==> src/rtl/core/ncl_pkg.sv <==
package ncl_pkg;

  localparam int unsigned NclEntries = 32;

  typedef enum logic [1:0] {
    ST_HIT          = 2'd0,
    ST_MISS         = 2'd1,
    ST_UPDATED      = 2'd2,
    ST_NEW_OR_IGNORED = 2'd3
  } ncl_status_e;

  typedef enum logic [1:0] {
    FSM_IDLE,
    FSM_SCAN,
    FSM_COMMIT,
    FSM_OUT
  } ncl_state_e;

  typedef struct packed {
    logic        func;
    logic [7:0]  if_index;
    logic [63:0] addr_hi;
    logic [63:0] addr_lo;
    logic [47:0] new_mac;
  } ncl_req_t;

  typedef struct packed {
    ncl_status_e status;
    logic        new_slot;
    logic [47:0] found_mac;
  } ncl_rsp_t;

  typedef struct packed {
    logic [7:0]  iface;
    logic [63:0] addr_hi;
    logic [63:0] addr_lo;
    logic [47:0] mac;
  } ncl_entry_t;

  localparam int unsigned NclEntryWidth = $bits(ncl_entry_t);

  typedef struct packed {
    logic load;
    logic scan;
    logic commit;
  } ncl_cmd_t;

  typedef struct packed {
    logic hit;
    logic last;
  } ncl_sts_t;

endpackage

==> src/rtl/core/ncl_ctrl.sv <==
module ncl_ctrl
  import ncl_pkg::*;
(
  input  logic     clk_i,
  input  logic     rst_ni,
  input  logic     in_valid_i,
  output logic     in_stall_o,
  output logic     out_valid_o,
  input  logic     out_stall_i,
  input  ncl_sts_t sts_i,
  output ncl_cmd_t cmd_o
);

  ncl_state_e state_q, state_d;

  always_ff @(posedge clk_i or negedge rst_ni) begin
    if (!rst_ni) begin
      state_q <= FSM_IDLE;
    end else begin
      state_q <= state_d;
    end
  end

  always_comb begin
    state_d     = state_q;
    cmd_o       = '0;
    in_stall_o  = 1'b1;
    out_valid_o = 1'b0;
    unique case (state_q)
      FSM_IDLE: begin
        in_stall_o = 1'b0;
        if (in_valid_i) begin
          cmd_o.load = 1'b1;
          state_d    = FSM_SCAN;
        end
      end
      FSM_SCAN: begin
        cmd_o.scan = 1'b1;
        if (sts_i.hit || sts_i.last) begin
          state_d = FSM_COMMIT;
        end
      end
      FSM_COMMIT: begin
        cmd_o.commit = 1'b1;
        state_d      = FSM_OUT;
      end
      FSM_OUT: begin
        out_valid_o = 1'b1;
        if (!out_stall_i) begin
          state_d = FSM_IDLE;
        end
      end
      default: state_d = FSM_IDLE;
    endcase
  end

  // first match ends the scan
  assert property (@(posedge clk_i) disable iff (!rst_ni)
    (state_q == FSM_SCAN && sts_i.hit) |=> state_q == FSM_COMMIT)
    else $error("scan did not stop on hit");

  assert property (@(posedge clk_i) disable iff (!rst_ni)
    out_valid_o |-> in_stall_o)
    else $error("input open while result pending");

  assert property (@(posedge clk_i) disable iff (!rst_ni)
    state_q == FSM_COMMIT |=> out_valid_o)
    else $error("commit not followed by result");

endmodule

==> config.mk <==
export PLATFORM = sky130hd
export DESIGN_NAME = ncl_ctrl
export DESIGN_NICKNAME = d
export VERILOG_FILES = /design/src/rtl/core/ncl_pkg.sv /design/src/rtl/core/ncl_ctrl.sv
export SDC_FILE = /design/constraint.sdc
export NUM_CORES = 1
export LEC_CHECK = 0
export ABC_AREA = 1
export BUFFER_PORTS_ARGS = -buffer_cell sky130_fd_sc_hd__clkbuf_2
export CORE_AREA = 4 4 41 43
export DETAILED_ROUTE_END_ITERATION = 10
export DIE_AREA = 0 0 45 47
export PLACE_DENSITY = 0.45
export SLEW_MARGIN = 20
export SYNTH_ARGS = -nofsm -noshare
export SYNTH_HDL_FRONTEND = slang
export SYNTH_SLANG_ARGS = --single-unit
==> constraint.sdc <==
create_clock -name clk_i -period 2.9 [get_ports clk_i]
set_input_delay 0.29 -clock clk_i [delete_from_list [all_inputs] [get_ports clk_i]]
set_output_delay 0.29 -clock clk_i [all_outputs]
set_load 0.01 [all_outputs]
==> out/metrics.sh <==
FIN_WORST_HOLD_SLACK_NS=0.382
LARGEST_NET_DEGREE_AT_THE_START_OF_GLOBAL_ROUTING=5
PROPORTION_OF_POWER_DRAWN_BY_FLIP_FLOPS_AND_LATCHES_PCT=19.9
FP-ROW-COUNT=13
LEADING_CELL_TYPE_IN_THE_LAYOUT_FILL_AND_TAPS_EXCLUDED='sky130_fd_sc_hd__clkbuf_2'
TRITONCTS='built'
WORST-PATH-STAGES=5
CRITICAL-PATH-SLOWEST-CELL='sky130_fd_sc_hd__dfrtp_1'
WORST_R2R_ENDPOINT='state_q[1]'
CLOCK_SKEW_NS=0.000501
LARGEST_REG_FLOPS=2
SETUP_VIOL=0
ARRIVAL_NS=1.18
PWR-SHARE-CLK_PCT=20.2
SLEW_VIOLATIONS=0
TIMING_WORST_SLEW_PIN_VALUE_NS=0.148
DRT_FIRST_PASS_ITERS=4
FINISH.CELL_COUNT_WITHOUT_FILLERS=56
SYN2LAYOUT_AREA_GROWTH_PCT=49.7
CAP_VIOLATIONS=0
COUNT_OF_INPUT_AND_OUTPUT_BUFFERS=10
POWERDENSITY_nW_PER_UM2=989
REG2REGPATHDEPTH=6
DETAIL-ROUTE-ANTENNA-NETS=0
DRT-VIAS-PER-INSTANCE=3.55
TIMING.REG2REG.SETUP_SLACK_NS=1.78
FINALNETCOUNT=54
NUMCTSBUFFERS=3
CTS-ROOT-TO-SINK-BUFFERS=2
STARTPOINT_OF_THE_WORST_REGISTER_TO_REGISTER_PATH='state_q[1]'
TIMING.CRITICAL_PATH.CELLS='inv_1 -> ha_1 -> nand2_1 -> inv_1 -> clkbuf_2'
WORSTHOLDPATHTYPE='in -> async'
VDD_DROP_MAX_V=0.000269
CTS_REPAIR_RESIZE_COUNT=0
REPORT.FINAL.HOLD_VIOL_COUNT=0
YOSYSUNIQUECELLTYPES=8
POST_SYNTH.CELL_AREA_AVG_UM2=7.55
DRT_DRC_VIOLATIONS_LEFT=0
GRT_FIRST_PASS_WIRELENGTH_UM=676
MAX_CLK_RATE_GHz=0.680
ANTENNA_CELLS=0
BIGGESTREGSBYFLOPS='state_q (2)'
YOSYSSEQAREASHARE_PCT=24.5
CORE-AREA_UM2=1300
CLOCK_SINK_COUNT=2
CRITPATHREQUIREDTIME_NS=2.61
START_KIND='flip-flop'
POST-PLACE-CELLS=52
SETUP_REPAIR_AFTER_GLOBAL_ROUTING_MISSED_ITS_MARGIN='false'
SYN-CELL-AREA_UM2=204
DP.FINAL_HPWL_UM=353
YOSYSTOPAREACELLSHARE_PCT=30.7
SYN_NETS=38
COMBPWRFRAC_PCT=59.8
YOSYSWARNINGCOUNT=0
SYNTH.AREA.TOP_CELLS='sky130_fd_sc_hd__ha_1 31%, sky130_fd_sc_hd__dfrtp_1 25%, sky130_fd_sc_hd__inv_1 13%'
WORSTPATHBUFFERINVERTERCOUNT=3
FINALCRITICALPERIOD_NS=1.47
FINAL.PERIOD_UTILIZATION_PCT=50.7
GRT-OVFL-TOTAL=0
OUTCOME='complete, no violations'
CP_COMMON_CELL='sky130_fd_sc_hd__inv_1'
MAX_FLOP_REGISTER='state_q'
WL_PER_CELL_UM=7.63
CTSHTREEMAXLEVEL=1
NUMBER_OF_ANTENNA_VIOLATIONS_AT_THE_FIRST_CHECK_IN_GLOBAL_ROUTING=0
SYNTHESIS.INSTANCES=27
FIRST_ITER_VIOLATIONS=4
LAYOUT_COMMON_CELLS='10 x sky130_fd_sc_hd__clkbuf_2, 7 x sky130_fd_sc_hd__inv_1, 7 x sky130_fd_sc_hd__nand2_1, 5 x sky130_fd_sc_hd__ha_1, 3 x sky130_fd_sc_hd__clkbuf_4'
WORSTSETUPPATHTYPE='reg -> out'
TIMING.CRITICAL_PATH.MAX_DELAY_FAMILY='flip-flops'
DETAILROUTE.VIA_COUNT=199
DIE_H_UM=47
FINALSETUPTNS_NS=0
DIE_AREA_UM2=2120
INTERNAL-POWER_mW=0.166
PATH_MAX_FANOUT=4
IO-PIN-COUNT=11
SHARE_OF_FINAL_LAYOUT_STANDARD_CELLS_STRONGER_THAN_DRIVE_STRENGTH_1_PCT=39.0
INITIAL_UTILIZATION_PCT=15.7
DIE_WIDTH_UM=45
SORT_OF_ELEMENT_AT_THE_END_OF_THE_CRITICAL_PATH='primary output'
SYNTH_AREA_LEADER_CELL='sky130_fd_sc_hd__ha_1'
CLOCK_TREE.ROOT_CELL='sky130_fd_sc_hd__clkbuf_4'
NETSWITCHINGPOWER_mW=0.136
SWSHARE_PCT=45.0
GR-USAGE-ALL-LAYERS_PCT=4.74
POWER_LEAKAGE_nW=0.195
GP_CONGESTION=0.679
VIAS_IN_THE_FIRST_GLOBAL_ROUTE=190
CLK-INSERTION-DELAY-LATE_NS=0.22
SLEW-LIMIT-HEADROOM_PCT=90.2
CP_PEAK_STAGE_DELAY_NS=0.41
DRT-TOTAL-WL_UM=427
CTS.CLK_SLEW.WORST_PATHS_NS=0.03
YS_FF_LATCH=2
==> layer usage <==
metal | wire [um] | global-route usage [%] | up-vias
li1 | - | - | 110
met1 | 210 | 6.14 | 78
met2 | 155 | 5.65 | 11
met3 | 61 | 1.53 | 0
met4 | 0 | 5.26 | 0
met5 | 0 | 0 | -
==> cell families (layout without fill, tap and decap cells) <==
family | Yosys count | count (layout) | synth area share (%)
DFF | 2 | 2 | 24.5
and+or+nand+nor | 13 | 13 | 31.9
adders and majority gates | 5 | 5 | 30.7
buffers and inverters | 7 | 21 | 12.9
==> synth_stat cells, drive strengths merged <==
master  count
nand2       9
inv         7
ha          5
dfrtp       2
nand4       2
nand3       1
nor2        1
==> layout make-up <==
type	count	area (um2)
fillers	155	996
multi-input cells	18	128
repair buffers	11	60.1
flip-flops and latches	2	50.0
inverters	7	26.3
clock buffers	3	22.5
well taps	15	18.8
==> per-stage QoR <==
step           power (mW)  cell area [um2]  util [%]  worst slack [ns]
5_1_grt             0.338              305      23.5              1.37
6_report            0.302              305      23.5              1.43
3_3_place_gp        0.247              273      21.0              1.68
3_5_place_dp        0.244              273      21.0              1.66
4_1_cts             0.313              305      23.5              1.42
2_1_floorplan       0.186              204         -              1.79
==> power groups by stage <==
| stage | Sequential, mW | Clock (mW) | Combinational [mW] |
|---|---|---|---|
| finish | 0.0602 | 0.0611 | 0.181 |
| global route | 0.0625 | 0.0641 | 0.211 |
| CTS | 0.0602 | 0.0660 | 0.186 |
| detailed placement | 0.0605 | 0 | 0.184 |
| global placement | 0.0598 | 0 | 0.187 |
| floorplan | 0.0562 | 0 | 0.130 |
==> worst max path at each step <==
stage | from | endpoint | slack (ns)
4_1_cts | state_q[0] | cmd_o[2] | 1.42
3_3_place_gp | state_q[1] | cmd_o[2] | 1.68
2_1_floorplan | state_q[0] | cmd_o[2] | 1.79
6_report | state_q[1] | cmd_o[2] | 1.43
3_5_place_dp | state_q[0] | cmd_o[2] | 1.66
5_1_grt | state_q[0] | cmd_o[2] | 1.37
==> repair_timing <==
item                                   4_1_cts  5_1_grt
buffers inserted                             0        0
endpoints found under the hold margin        2        0
hold buffers                                 1        0
Note: power is estimated with default switching activity, not from simulation.
